File: src/hw/rtl/jtag_sct_pkg.sv
// Types, codes and sizes of the JTAG shift engine with code tables.
// Used by the controller, the datapath, the top level and the checker.
package jtag_sct_pkg;

  localparam int TABLE_DEPTH    = 16;
  localparam int MAX_SHIFT_BITS = 16;
  localparam int IDX_W          = 4;
  localparam int CNT_W          = 5;
  localparam int WORD_W         = 16;

  // Upper nibble of the table exchange codes
  localparam logic [3:0] CODE_TABLE_A = 4'h4;
  localparam logic [3:0] CODE_TABLE_B = 4'h5;

  typedef enum logic [1:0] {
    OP_EXCHANGE = 2'd0,
    OP_LOAD_A   = 2'd1,
    OP_LOAD_B   = 2'd2,
    OP_RESERVED = 2'd3
  } op_t;

  typedef enum logic [1:0] {
    KIND_BIT    = 2'd0,
    KIND_DONE   = 2'd1,
    KIND_LOADED = 2'd2,
    KIND_ERROR  = 2'd3
  } kind_t;

  typedef struct packed {
    op_t               opcode;
    logic [7:0]        code;
    logic [IDX_W-1:0]  entry_index;
    logic [7:0]        bit_count;
    logic [WORD_W-1:0] tdi_value;
    logic [WORD_W-1:0] tms_value;
    logic [WORD_W-1:0] tdo_levels;
  } item_t;

  typedef struct packed {
    kind_t             kind;
    logic              tms_bit;
    logic              tdi_bit;
    logic [WORD_W-1:0] tdo_word;
    logic              last;
  } result_t;

  // Commands from the controller to the datapath
  typedef struct packed {
    logic  load;
    logic  write_a;
    logic  write_b;
    logic  step;
    kind_t kind;
  } ctrl_t;

  // Status from the datapath to the controller
  typedef struct packed {
    logic shift_ok;
    logic load_a_ok;
    logic load_b_ok;
    logic zero_bits;
    logic last_bit;
  } stat_t;

endpackage

File: src/hw/rtl/jtag_shift_with_code_tables_unit.sv
// Top level of the JTAG shift engine with two code tables.
// Depends on jtag_sct_pkg, jtag_sct_ctrl and jtag_sct_dp.
//
// Use:
//   Input channel: drive item and raise start; the item is taken at the
//   rising edge where start is high and busy is low.
//   Result channel: every result beat is on result for one cycle with
//   strobe high; the receiver must take it then, it cannot stall.
//   An exchange of n bits (n = 0..16) gives n bit beats, one per cycle,
//   then a done beat with the TDO capture word and last set. A load or an
//   erroneous item gives one beat with last set.
// Latency: the first beat appears in the cycle after the accepting edge.
// Throughput: busy stays high from the accepting edge through the last
//   beat, so a new item is taken only once the last one is through, for
//   exchanges, loads and errors alike. The shift register steps one bit a
//   cycle.
// Reset: synchronous, active high; clears the controller to idle and
//   all table entries to zero, so table codes run zero-bit exchanges.
module jtag_shift_with_code_tables_unit (
  input  logic                  clk,
  input  logic                  rst,
  input  logic                  start,
  output logic                  busy,
  input  jtag_sct_pkg::item_t   item,
  output logic                  strobe,
  output jtag_sct_pkg::result_t result
);

  jtag_sct_pkg::ctrl_t ctrl;
  jtag_sct_pkg::stat_t stat;

  // Sequence each item
  jtag_sct_ctrl u_ctrl (
    .clk    (clk),
    .rst    (rst),
    .start  (start),
    .stat   (stat),
    .busy   (busy),
    .strobe (strobe),
    .ctrl   (ctrl)
  );

  // Hold tables and shift state
  jtag_sct_dp u_dp (
    .clk    (clk),
    .rst    (rst),
    .item   (item),
    .ctrl   (ctrl),
    .stat   (stat),
    .result (result)
  );

endmodule

File: src/hw/rtl/jtag_sct_dp.sv
// Datapath: code tables, item decode, TDI/TMS shift registers and TDO capture.
// Depends on jtag_sct_pkg; driven by jtag_sct_ctrl.
module jtag_sct_dp (
  input  logic                clk,
  input  logic                rst,
  input  jtag_sct_pkg::item_t item,
  input  jtag_sct_pkg::ctrl_t ctrl,
  output jtag_sct_pkg::stat_t stat,
  output jtag_sct_pkg::result_t result
);

  logic [jtag_sct_pkg::WORD_W-1:0] table_a_tdi  [jtag_sct_pkg::TABLE_DEPTH];
  logic [jtag_sct_pkg::WORD_W-1:0] table_a_tms  [jtag_sct_pkg::TABLE_DEPTH];
  logic [jtag_sct_pkg::CNT_W-1:0]  table_a_bits [jtag_sct_pkg::TABLE_DEPTH];
  logic [jtag_sct_pkg::WORD_W-1:0] table_b_tms  [jtag_sct_pkg::TABLE_DEPTH];
  logic [jtag_sct_pkg::CNT_W-1:0]  table_b_bits [jtag_sct_pkg::TABLE_DEPTH];

  logic [jtag_sct_pkg::CNT_W-1:0]  count;
  logic [jtag_sct_pkg::WORD_W-1:0] tdi_sr;
  logic [jtag_sct_pkg::WORD_W-1:0] tms_sr;
  logic [jtag_sct_pkg::WORD_W-1:0] tdo_sr;
  logic [jtag_sct_pkg::WORD_W-1:0] cap;

  logic [jtag_sct_pkg::IDX_W-1:0]  entry;
  logic                            raw_ok;
  logic                            entry_ok;
  logic                            is_a;
  logic                            is_b;
  logic                            load_ok;
  logic [jtag_sct_pkg::CNT_W-1:0]  nbits;
  logic [jtag_sct_pkg::WORD_W-1:0] tdi_sel;
  logic [jtag_sct_pkg::WORD_W-1:0] tms_sel;

  // Decode the offered item and pick its bit count and shift words
  always_comb begin
    entry    = item.code[jtag_sct_pkg::IDX_W-1:0];
    raw_ok   = item.code <= 8'(jtag_sct_pkg::MAX_SHIFT_BITS);
    entry_ok = {1'b0, entry} < 5'(jtag_sct_pkg::TABLE_DEPTH);
    is_a     = item.code[7:4] == jtag_sct_pkg::CODE_TABLE_A;
    is_b     = item.code[7:4] == jtag_sct_pkg::CODE_TABLE_B;
    load_ok  = ({1'b0, item.entry_index} < 5'(jtag_sct_pkg::TABLE_DEPTH)) &&
               (item.bit_count <= 8'(jtag_sct_pkg::MAX_SHIFT_BITS));
    nbits    = item.code[jtag_sct_pkg::CNT_W-1:0];
    tdi_sel  = item.tdi_value;
    tms_sel  = item.tms_value;
    if (!raw_ok && is_a) begin
      nbits   = table_a_bits[entry];
      tdi_sel = table_a_tdi[entry];
      tms_sel = table_a_tms[entry];
    end else if (!raw_ok && is_b) begin
      nbits   = table_b_bits[entry];
      tms_sel = table_b_tms[entry];
    end
    stat.shift_ok  = (item.opcode == jtag_sct_pkg::OP_EXCHANGE) &&
                     (raw_ok || ((is_a || is_b) && entry_ok));
    stat.load_a_ok = (item.opcode == jtag_sct_pkg::OP_LOAD_A) && load_ok;
    stat.load_b_ok = (item.opcode == jtag_sct_pkg::OP_LOAD_B) && load_ok;
    stat.zero_bits = nbits == '0;
    stat.last_bit  = count == jtag_sct_pkg::CNT_W'(1);
  end

  // Write one table entry per load beat
  always_ff @(posedge clk) begin
    if (rst) begin
      for (int i = 0; i < jtag_sct_pkg::TABLE_DEPTH; i++) begin
        table_a_tdi[i]  <= '0;
        table_a_tms[i]  <= '0;
        table_a_bits[i] <= '0;
        table_b_tms[i]  <= '0;
        table_b_bits[i] <= '0;
      end
    end else if (ctrl.write_a) begin
      table_a_tdi[item.entry_index]  <= item.tdi_value;
      table_a_tms[item.entry_index]  <= item.tms_value;
      table_a_bits[item.entry_index] <= item.bit_count[jtag_sct_pkg::CNT_W-1:0];
    end else if (ctrl.write_b) begin
      table_b_tms[item.entry_index]  <= item.tms_value;
      table_b_bits[item.entry_index] <= item.bit_count[jtag_sct_pkg::CNT_W-1:0];
    end
  end

  // Load the shift words on accept, advance one bit per step
  always_ff @(posedge clk) begin
    if (ctrl.load) begin
      count  <= nbits;
      tdi_sr <= tdi_sel;
      tms_sr <= tms_sel;
      tdo_sr <= item.tdo_levels;
      cap    <= '0;
    end else if (ctrl.step) begin
      count  <= count - jtag_sct_pkg::CNT_W'(1);
      tdi_sr <= tdi_sr >> 1;
      tms_sr <= tms_sr >> 1;
      tdo_sr <= tdo_sr >> 1;
      cap    <= {tdo_sr[0], cap[jtag_sct_pkg::WORD_W-1:1]};
    end
  end

  // Form the result beat for the kind the controller shows
  always_comb begin
    result.kind     = ctrl.kind;
    result.tms_bit  = (ctrl.kind == jtag_sct_pkg::KIND_BIT) ? tms_sr[0] : 1'b0;
    result.tdi_bit  = (ctrl.kind == jtag_sct_pkg::KIND_BIT) ? tdi_sr[0] : 1'b0;
    result.tdo_word = (ctrl.kind == jtag_sct_pkg::KIND_DONE) ? cap : '0;
    result.last     = ctrl.kind != jtag_sct_pkg::KIND_BIT;
  end

endmodule

File: src/hw/rtl/jtag_sct_ctrl.sv
// Controller state machine of the JTAG shift engine with code tables.
// Depends on jtag_sct_pkg; commands jtag_sct_dp.
module jtag_sct_ctrl (
  input  logic                clk,
  input  logic                rst,
  input  logic                start,
  input  jtag_sct_pkg::stat_t stat,
  output logic                busy,
  output logic                strobe,
  output jtag_sct_pkg::ctrl_t ctrl
);

  typedef enum logic [1:0] {
    ST_IDLE,
    ST_SHIFT,
    ST_DONE,
    ST_SINGLE
  } state_t;

  state_t                    state;
  state_t                    state_next;
  jtag_sct_pkg::kind_t       single_kind;
  jtag_sct_pkg::kind_t       single_kind_next;

  // Pick the next state and the commands for this cycle
  always_comb begin
    state_next       = state;
    single_kind_next = single_kind;
    ctrl             = '0;
    ctrl.kind        = jtag_sct_pkg::KIND_BIT;
    strobe           = 1'b0;
    case (state)
      ST_IDLE: begin
        if (start) begin
          if (stat.shift_ok) begin
            ctrl.load  = 1'b1;
            state_next = stat.zero_bits ? ST_DONE : ST_SHIFT;
          end else if (stat.load_a_ok) begin
            ctrl.write_a     = 1'b1;
            single_kind_next = jtag_sct_pkg::KIND_LOADED;
            state_next       = ST_SINGLE;
          end else if (stat.load_b_ok) begin
            ctrl.write_b     = 1'b1;
            single_kind_next = jtag_sct_pkg::KIND_LOADED;
            state_next       = ST_SINGLE;
          end else begin
            single_kind_next = jtag_sct_pkg::KIND_ERROR;
            state_next       = ST_SINGLE;
          end
        end
      end
      ST_SHIFT: begin
        strobe    = 1'b1;
        ctrl.step = 1'b1;
        ctrl.kind = jtag_sct_pkg::KIND_BIT;
        if (stat.last_bit) begin
          state_next = ST_DONE;
        end
      end
      ST_DONE: begin
        strobe     = 1'b1;
        ctrl.kind  = jtag_sct_pkg::KIND_DONE;
        state_next = ST_IDLE;
      end
      ST_SINGLE: begin
        strobe     = 1'b1;
        ctrl.kind  = single_kind;
        state_next = ST_IDLE;
      end
      default: begin
        state_next = ST_IDLE;
      end
    endcase
  end

  assign busy = state != ST_IDLE;

  // Hold state and the kind of a single-beat result
  always_ff @(posedge clk) begin
    if (rst) begin
      state       <= ST_IDLE;
      single_kind <= jtag_sct_pkg::KIND_ERROR;
    end else begin
      state       <= state_next;
      single_kind <= single_kind_next;
    end
  end

endmodule

File: config.mk
export PLATFORM = sky130hd
export DESIGN_NAME = jtag_shift_with_code_tables_unit
export DESIGN_NICKNAME = d
export VERILOG_FILES = /design/src/hw/rtl/jtag_sct_pkg.sv /design/src/hw/rtl/jtag_shift_with_code_tables_unit.sv /design/src/hw/rtl/jtag_sct_dp.sv /design/src/hw/rtl/jtag_sct_ctrl.sv
export SDC_FILE = /design/constraint.sdc
export NUM_CORES = 1
export LEC_CHECK = 0
export BUFFER_PORTS_ARGS = -buffer_cell sky130_fd_sc_hd__buf_2
export CAP_MARGIN = 10
export CORE_MARGIN = 4
export CORE_UTILIZATION = 40
export DETAILED_ROUTE_END_ITERATION = 16
export GPL_TIMING_DRIVEN = 0
export SYNTH_ARGS = -nofsm -noshare
export SYNTH_HDL_FRONTEND = slang
export SYNTH_SLANG_ARGS = --single-unit
File: constraint.sdc
create_clock -name clk -period 6.5 [get_ports clk]
set_input_delay 0.325 -clock clk [delete_from_list [all_inputs] [get_ports clk]]
set_output_delay 0.325 -clock clk [all_outputs]
set_load 0.01 [all_outputs]
# Yosys cells after proc, flatten, opt, wreduce, memory -nomap -nowiden
# Memories as Yosys holds them, arrays and structs flattened.
# Index checks and enable logic that the tools add are counted.
[classes]
n_addsub = 1
eq_ne = 11
n_reduce_logical = 24
muxes = 57
magnitude_cmp = 2
n_bitwise = 1
[op_table]
columns = ["operator", "count"]
rows = [
  ["16-bit 2-to-1 mux", 13],
  ["16-bit OR reduction", 3],
  ["5-bit 2-to-1 mux", 6],
  ["1-bit 2-to-1 mux", 24],
  ["4-bit 2-to-1 mux", 5],
  ["8-bit by 5-bit <= comparator with 1-bit output (second input constant)", 2],
  ["2-bit 2-to-1 mux", 5],
  ["5-bit OR reduction", 2],
  ["4-bit by 3-bit equality test with 1-bit output (second input constant)", 2],
  ["2-bit by 1-bit equality test with 1-bit output (second input constant)", 3],
  ["2-bit equality test (second input constant)", 3],
  ["2-bit logical NOT", 3],
  ["3-bit 2-to-1 mux", 2],
  ["2-bit one-hot mux with 3 select lines", 1],
  ["2-bit nonzero test", 3],
  ["5-bit by 1-bit equality test with 1-bit output (second input constant)", 1],
  ["1-bit logical AND", 5],
  ["5-bit logical NOT", 1],
  ["5-bit by 1-bit subtractor with 5-bit output (second input constant)", 1],
  ["2-bit inequality test (second input constant)", 2],
  ["2-bit one-hot mux with 2 select lines", 1],
  ["3-bit AND reduction", 1],
  ["3-bit OR reduction", 1],
  ["1-bit logical OR", 2],
  ["4 further kinds", 4],
]
[word_totals]
out_inout_bits = 23
n_memories = 5
word_cells = 108
input_bits = 73
ram_bits = 928
regBits = 73
[mem_list]
columns = ["name", "depth", "width", "read_ports", "rd_ports_with_merged_regs", "wr", "line", "text"]
rows = [
  ["u_dp.table_a_tdi", 16, 16, 1, 0, 16, "jtag_sct_dp.sv:12", "logic [jtag_sct_pkg::WORD_W-1:0] table_a_tdi [jtag_sct_pkg::TABLE_DEPTH];"],
  ["u_dp.table_a_tms", 16, 16, 1, 0, 16, "jtag_sct_dp.sv:13", "logic [jtag_sct_pkg::WORD_W-1:0] table_a_tms [jtag_sct_pkg::TABLE_DEPTH];"],
  ["u_dp.table_b_tms", 16, 16, 1, 0, 16, "jtag_sct_dp.sv:15", "logic [jtag_sct_pkg::WORD_W-1:0] table_b_tms [jtag_sct_pkg::TABLE_DEPTH];"],
  ["u_dp.table_a_bits", 16, 5, 1, 0, 16, "jtag_sct_dp.sv:14", "logic [jtag_sct_pkg::CNT_W-1:0] table_a_bits [jtag_sct_pkg::TABLE_DEPTH];"],
  ["u_dp.table_b_bits", 16, 5, 1, 0, 16, "jtag_sct_dp.sv:16", "logic [jtag_sct_pkg::CNT_W-1:0] table_b_bits [jtag_sct_pkg::TABLE_DEPTH];"],
]

# Logic depth before layout (Yosys ltp)
# Gate-level depths: netlist of run 1.
[logic_depth]
depth_word = 13
mapped_depth = 12
mapped_depth_nobuf = 7

# By module
# From an unflattened synthesis of run 1, not the netlist that was laid out.
[unflattened]
hier_cells = 2986
area_unflattened_um2 = 45658.8
[modules_own_cells]
columns = ["module", "cells_each", "area_each_um2", "seq_area_each_um2", "n_inst"]
rows = [
  ["jtag_sct_dp", 2961, 45462.4, 29778.6, 1],
  ["jtag_sct_ctrl", 25, 196.4, 60.1, 1],
]

# Worst setup path after synthesis of run 1
# No wires, ideal clock.
[synth_timing]
kind = "input to register"
from = "input port item[64] in the netlist's numbering"
to = "register u_dp.count[0] in the netlist's numbering, enable pin"
required_ns = 5.885
arrival_time_ns = 2.602
path_buffers = 3
path_stages = 7
setup_ns = 0.615
path_slack_ns = 3.282
path_cell_list = "buf_2 inv_1 o311ai_1 nand2b_1 clkbuf_1 clkbuf_1 nand2_1"
[synth_between]
elab_chain_cells = 8
elab_cells_between_ends = 10
classes_between = "order compare (1); eq/ne (2); mux (3); reduce/logical (4)"
[synth_lines]
columns = ["element", "line", "text"]
rows = [
  ["start: declaration", "jtag_shift_with_code_tables_unit.sv:24", "input jtag_sct_pkg::item_t item,"],
  ["parallel branches: the longest is 2 deep, another holds 8-bit by 5-bit <= comparator with 1-bit output", "--", ""],
  ["1-bit logical OR (*)", "jtag_sct_dp.sv:55", "(raw_ok || ((is_a || is_b) && entry_ok));"],
  ["1-bit logical AND (*)", "jtag_sct_dp.sv:54", "stat.shift_ok = (item.opcode == jtag_sct_pkg::OP_EXCHANGE) &&"],
  ["1-bit 2-to-1 mux (*)", "jtag_sct_ctrl.sv:35", "if (stat.shift_ok) begin"],
  ["3-bit 2-to-1 mux (*)", "jtag_sct_ctrl.sv:34", "if (start) begin"],
  ["3-bit 2-to-1 mux (*)", "jtag_sct_ctrl.sv:32", "case (state)"],
  ["2-bit nonzero test (no line) (*)", "--", ""],
  ["end signal: assignment", "jtag_sct_dp.sv:85", "count <= nbits;"],
  ["end signal: assignment", "jtag_sct_dp.sv:91", "count <= count - jtag_sct_pkg::CNT_W'(1);"],
  ["end: declaration", "jtag_sct_dp.sv:18", "logic [jtag_sct_pkg::CNT_W-1:0] count;"],
]
# Every way passes the cells marked *.
# A chain may end at the register's enable or synchronous reset.

==> impl_metrics.yaml, run 1 <==
outcome:
  status: "finished, final reports clean"
setup_path:
  crit_chain: "clkbuf_1 -> nor2_1 -> nand2_1 -> nor4_2 -> nand2_1 -> nor2_1 -> clkbuf_1 -> or2_2 -> buf_12"
  r2r-start: "u_ctrl.state[1]"
  startpoint_type: "register"
  rr_worst_depth: 9
  critical_path_required_ps: 6870
  critPathKind: "register to register"
  crit_path_max_incr_delay_ps: 900
  worst-r2r-setup-slack_ps: 1940
  critPathLaunch: "u_ctrl.state[1]"
  r2r-end: "u_dp.table_a_tdi[12][13]"
  cp-end-kind: "register"
  crit_fanout: 21
  critPathCapture: "u_dp.table_a_tdi[12][13]"
  arrival_ps: 4930
  critical_path_buf_inv_count: 3
  crit_family: "simple AND/OR/NAND/NOR gates"
  slowest_stage: "clkbuf_1"
  cp.depth: 9
synthesis:
  synth-compound-area-share_pct: 2.41
  synth_ff_type: "edfxtp_1"
  synth-seq-cells: 1000
  synth_top_family_by_area: "simple AND/OR/NAND/NOR gates"
  synthCells: 3052
  synth-simple-area-share_pct: 16.3
  synth_edf_count: 981
  yosysSeqAreaShare_pct: 65.3
  syn_area_per_cell_um2: 15.0
  yosysMostFrequentCell: "edfxtp_1"
  synthXorXnorAreaFrac_pct: 0.0575
  synthTopCellsByArea: "edfxtp_1 64%, and2_1 13%, mux4_2 11%, clkbuf_1 1.8%, nand2_1 1.4%"
  synth.top_cell.area_share_pct: 64.4
  synth.cell_area_um2: 45700
  synthDistinctLibCells: 58
  synth_top_area_cell: "edfxtp_1"
  synth_nets: 3127
  yosys.area_share.adder_pct: 0.0547
  async_flop_share_pct: 0
  synth_mux_area_share_pct: 12.8
  synth_common_cells: "981 x edfxtp_1, 953 x and2_1, 224 x mux4_2"
  yosys_warnings: 0
floorplan:
  die_h_um: 346
  num_rows: 123
  fp.dieArea_um2: 120000
  ioPinCount: 96
  die_x_um: 346
  initial_utilization_pct: 40.5
  coreArea_um2: 113000
drt:
  viasPerCell: 5.57
  route.detailed.drc: 0
  wire_per_inst_um: 28.9
  ant_nets: 0
  vias: 27200
  drt_pre_antenna_iters: 6
  routed_wl_mm: 141
  drtIter0Drc: 3418
sta:
  worst_hold_slack_ps: 26.7
  setup_tns_ps: 0
  worst-slew-pin-transition_ps: 1400
  setup_slack_ps: 1940
  post-route-min-period_ps: 4560
  fin_worst_skew_ps: 42.3
  setup_viol: 0
  period_share_pct: 70.2
  rsz0062_at_grt: "no"
  max_slew_margin_pct: 6.87
  slew_violations: 0
  fmax_mhz: 219
  hold_viol_final: 0
finish:
  multi_input_area_um2: 14500
  final_util_pct: 46.0
  fin_cells: 4890
  area_growth_pct: 13.7
  seqCellArea_um2: 29800
  fin_nets: 3368
  drive_gt1_share_pct: 17.0
  fin_area_um2: 52000
  n_fill_cell: 9849
clock_tree:
  cts_sinks: 1000
  cts-buffers-inserted: 106
  insertion_delay_ps: 710
  clkTransAtPathRegs_ps: 60
  cts_setup_buffers: 0
  cts_resized: 0
  cts_tree: "yes"
  cts-root-buf: "clkbuf_16"
  htree_levels: 3
  clockBufferDepth: 3
place:
  gp_congestion: 0.860
  postPlaceCellArea_um2: 48400
  hpwl_mm: 95.5
  portBuffers: 91
  dp_slack_ps: 1860
  dpl.cell_count: 4657
global_routing:
  grt_pass1_vias: 27400
  grt_usage_pct: 23.2
  grt_max_degree: 54
  overflow: 0
  antenna_found_initial: 18
  grt_pass1_wl_mm: 200
power:
  power.total_mw: 14.4
  p_leak_nw: 18.9
  ir_drop_uv: 225
  powerDensity_nw_per_um2: 278
job:
  drv_cap: 0
worst_hold_path:
  worst_hold_path_type: "input port to register"
[area by class of cell]
cell class / instances / area share [%]
clock buffer: 130 / 5.32
tap: 1500 / 3.61
timing repair buffer: 133 / 2.08
multi-input combinational: 1754 / 27.9
antenna: 9 / 0.0433
inverter: 10 / 0.0722
sequential: 1000 / 57.4
clock inverter: 66 / 0.984
buffer: 288 / 2.57
[cells by family after synthesis]
family                     after synthesis
AOI/OAI and AO/OA                      162
and+or+nand+nor                       1292
adders and majority gates                2
muxes                                  295
xor gates and xnor gates                 3
DFF                                   1000
buffers and inverters                  298
[placed cells by master (no fill, tap or decap), types with 11 or more instances in the layout]
| cell type | instances |
|---|---|
| edfxtp_1 | 981 |
| and2_1 | 953 |
| clkbuf_1 | 242 |
| mux4_2 | 224 |
| nand2_1 | 167 |
| buf_2 | 118 |
| clkbuf_16 | 107 |
| nor2_1 | 82 |
| mux2i_1 | 61 |
| or2_2 | 33 |
| clkinv_1 | 31 |
| a221oi_1 | 28 |
| a21oi_1 | 28 |
| o21ai_0 | 25 |
| dlygate4sd3_1 | 24 |
| a31oi_1 | 22 |
| clkinv_2 | 21 |
| dfxtp_1 | 19 |
| nand3_1 | 16 |
| buf_12 | 14 |
| a22oi_1 | 13 |
| buf_6 | 11 |
| buf_4 | 11 |
| buf_1 | 11 |
[what timing repair did]
item | 4_1_cts | 5_1_grt
setup endpoints to repair | 0 | 0
endpoints found under the hold margin | 40 | 0
hold buffers | 24 | 0
[power breakdown]
group / switching [mW] / internal (mW)
sequential: 0.0989 / 7.36
combinational: 0.728 / 0.409
clock: 2.62 / 3.23
[worst min-delay path by stage]
stage / cells after the start / endpoint / start
6_report: 2 / u_dp.table_a_tdi[14][9] / item[41]
2_1_floorplan: 2 / u_dp.cap[0] / u_dp.cap[0]
4_1_cts: 2 / u_dp.table_a_tdi[13][2] / item[34]
3_5_place_dp: 2 / u_dp.cap[1] / u_dp.cap[1]
5_1_grt: 2 / u_dp.table_a_tdi[13][6] / item[38]
3_3_place_gp: 2 / u_dp.cap[0] / u_dp.cap[0]
[state kept, by name, summed over array words and instances, names as in the netlist]
| name | count |
|---|---|
| u_dp.table_a_tdi | 256 |
| u_dp.table_a_tms | 256 |
| u_dp.table_b_tms | 256 |
| u_dp.table_a_bits | 80 |
| u_dp.table_b_bits | 80 |
| u_dp.cap | 16 |
| u_dp.tdi_sr | 16 |
| u_dp.tdo_sr | 16 |
| u_dp.tms_sr | 16 |
| u_dp.count | 5 |
| u_ctrl.state | 2 |
| u_ctrl.single_kind | 1 |
[metal layers]
metal | vias up | part of all wire [%] | GRT usage [%]
li1 | 11600 | - | -
met1 | 14000 | 41 | 31.8
met2 | 1309 | 47 | 37.2
met3 | 269 | 8.6 | 4.40
met4 | 4 | 3.9 | 8.45
met5 | - | 0.019 | 0
No activity file was read; power rests on OpenSTA's default activity.
==> run 2, diff against run 1 <==
==> constraint.sdc (replaced) <==
create_clock -name clk -period 4.4 [get_ports clk]
set_input_delay 0.22 -clock clk [delete_from_list [all_inputs] [get_ports clk]]
set_output_delay 0.22 -clock clk [all_outputs]
set_load 0.01 [all_outputs]
==> run 2 against run 1 <==
Net effect: global-route usage hardly changed; cell count increased by 0.49%; clock power increased by 48%; count of clock-buffer cells in the layout unchanged; sequential share of layout area fell by 0.27 points; sequential power increased by 48%; critical path depth decreased by 1; clock skew grew 2.4 ps; first-iteration DRC count shrank 3.8%.
==> impl_metrics.yaml, run 2 (same netlist as run 1, synthesis figures left out) <==
floorplan:
  ioPinCount: 96
  coreArea_um2: 113000
  initial_utilization_pct: 40.5
  num_rows: 123
  die_h_um: 346
  die_x_um: 346
  fp.dieArea_um2: 120000
drt:
  viasPerCell: 5.56
  ant_nets: 0
  route.detailed.drc: 0
  vias: 27300
  wire_per_inst_um: 28.8
  drt_pre_antenna_iters: 5
  drtIter0Drc: 3287
  routed_wl_mm: 142
finish:
  fin_nets: 3394
  layout_common_cells: "981 x edfxtp_1, 953 x and2_1, 233 x clkbuf_1"
  fin_cells: 4914
  drive_gt1_share_pct: 17.1
  area_growth_pct: 14.3
  final_common_cell: "edfxtp_1"
  reg_top3: "u_dp.table_a_tdi (256), u_dp.table_a_tms (256), u_dp.table_b_tms (256)"
place:
  hpwl_mm: 95.5
  gp_congestion: 0.860
  dpl.cell_count: 4657
  portBuffers: 91
sta:
  setup_viol: 0
  worst_hold_slack_ps: 20.5
  hold_viol_final: 0
  slew_violations: 0
  post-route-min-period_ps: 4200
  fmax_mhz: 238
  worst-slew-pin-transition_ps: 1380
  fin_worst_skew_ps: 44.7
  period_share_pct: 95.4
  max_slew_margin_pct: 7.67
global_routing:
  grt_pass1_wl_mm: 201
  grt_usage_pct: 23.3
  antenna_found_initial: 18
  grt_max_degree: 54
  grt_pass1_vias: 27500
  overflow: 0
power:
  clkPwrFrac_pct: 40.5
  switching_share_pct: 23.9
  p_comb_share_pct: 8.0
  p_sw_mw: 5.11
  seq_power_share_pct: 51.5
  powerDensity_nw_per_um2: 409
  p_leak_nw: 19.0
  intPower_mw: 16.3
  ir_drop_uv: 332
clock_tree:
  htree_levels: 3
  clkTransAtPathRegs_ps: 60
  cts_sinks: 1000
  insertion_delay_ps: 710
  cts-root-buf: "clkbuf_16"
  cts-buffers-inserted: 106
  clockBufferDepth: 3
  cts_tree: "yes"
  cts_setup_buffers: 0
job:
  drv_cap: 0
setup_path:
  cp-end-kind: "register"
  arrival_ps: 4520
  critPathKind: "register to register"
  startpoint_type: "register"
  critical_path_required_ps: 4720
  crit_fanout: 18
worst_hold_path:
  worst_hold_path_type: "input port to register"
outcome:
  status: "finished, final reports clean"
## run 2: final timing paths
kind | startpoint | endpoint | slack, ps | depth (start not counted)
worst max-delay path | u_ctrl.state[1] | u_dp.table_a_bits[1][2] | 200 | 8
worst min-delay path | item[28] | u_dp.table_b_tms[6][12] | 20 | 2
worst max register to register | u_ctrl.state[1] | u_dp.table_a_bits[1][2] | 200 | 8
worst min register to register | u_dp.cap[1] | u_dp.cap[1] | 470 | 2
## run 2: critical path: stages (launching register included)
cell and delay [ps]:
dfxtp_1 290, clkbuf_1 400, nor2_1 420, nand2_1 310, nor4_2 480, nand2_1 220, nor2_1 200, clkdlybuf4s15_1 740
or2_2 720
## run 2: per-stage QoR
step                area [µm²]  power [mW]  setup TNS (ps)  utilization (%)  worst slack (ps)
global placement         48000        12.8         -136440             42.5             -1430
finish                   52200        21.4               0             46.2               200
floorplan                45700        12.1               0                -              1290
CTS                      52100        21.4               0             46.2              18.7
detailed placement       48400        12.9          -12910             42.8              -191
global route             52200        21.9            -190             46.2             -22.6
## run 2: power groups by stage
| stage | combinational, mW | clock [mW] | sequential (mW) |
|---|---|---|---|
| 2_1_floorplan | 0.966 | 0 | 11.2 |
| 3_3_place_gp | 1.60 | 0 | 11.2 |
| 3_5_place_dp | 1.65 | 0 | 11.2 |
| 4_1_cts | 1.70 | 8.68 | 11.0 |
| 5_1_grt | 1.80 | 9.09 | 11.0 |
| 6_report | 1.70 | 8.65 | 11.0 |
## run 2: final cells by class
| cell class | instances | area [µm²] |
|---|---|---|
| inverters | 10 | 37.5 |
| plain buffers | 288 | 1350 |
| fillers | 9838 | 60700 |
| diodes | 7 | 17.5 |
| well taps | 1500 | 1880 |
| multi-input cells | 1756 | 14500 |
| flip-flops and latches | 1000 | 29800 |
| clock inverters | 66 | 512 |
| clock buffers | 130 | 2760 |
| repair buffers | 157 | 1290 |
## run 2: metal layers
layer | track usage, % | routed length (µm) | up-vias
met5 | 0 | 40 | -
li1 | - | - | 11700
met4 | 8.42 | 5160 | 6
met2 | 37.3 | 66100 | 1259
met3 | 4.39 | 12000 | 263
met1 | 31.9 | 58300 | 14100
## run 2: timing repair
item,in CTS,in global routing
gates cloned,0,2
hold buffers,50,0
resized for setup,6,21
hold endpoints to repair,162,0
pin swaps,0,2
endpoints found under the setup margin,143,188
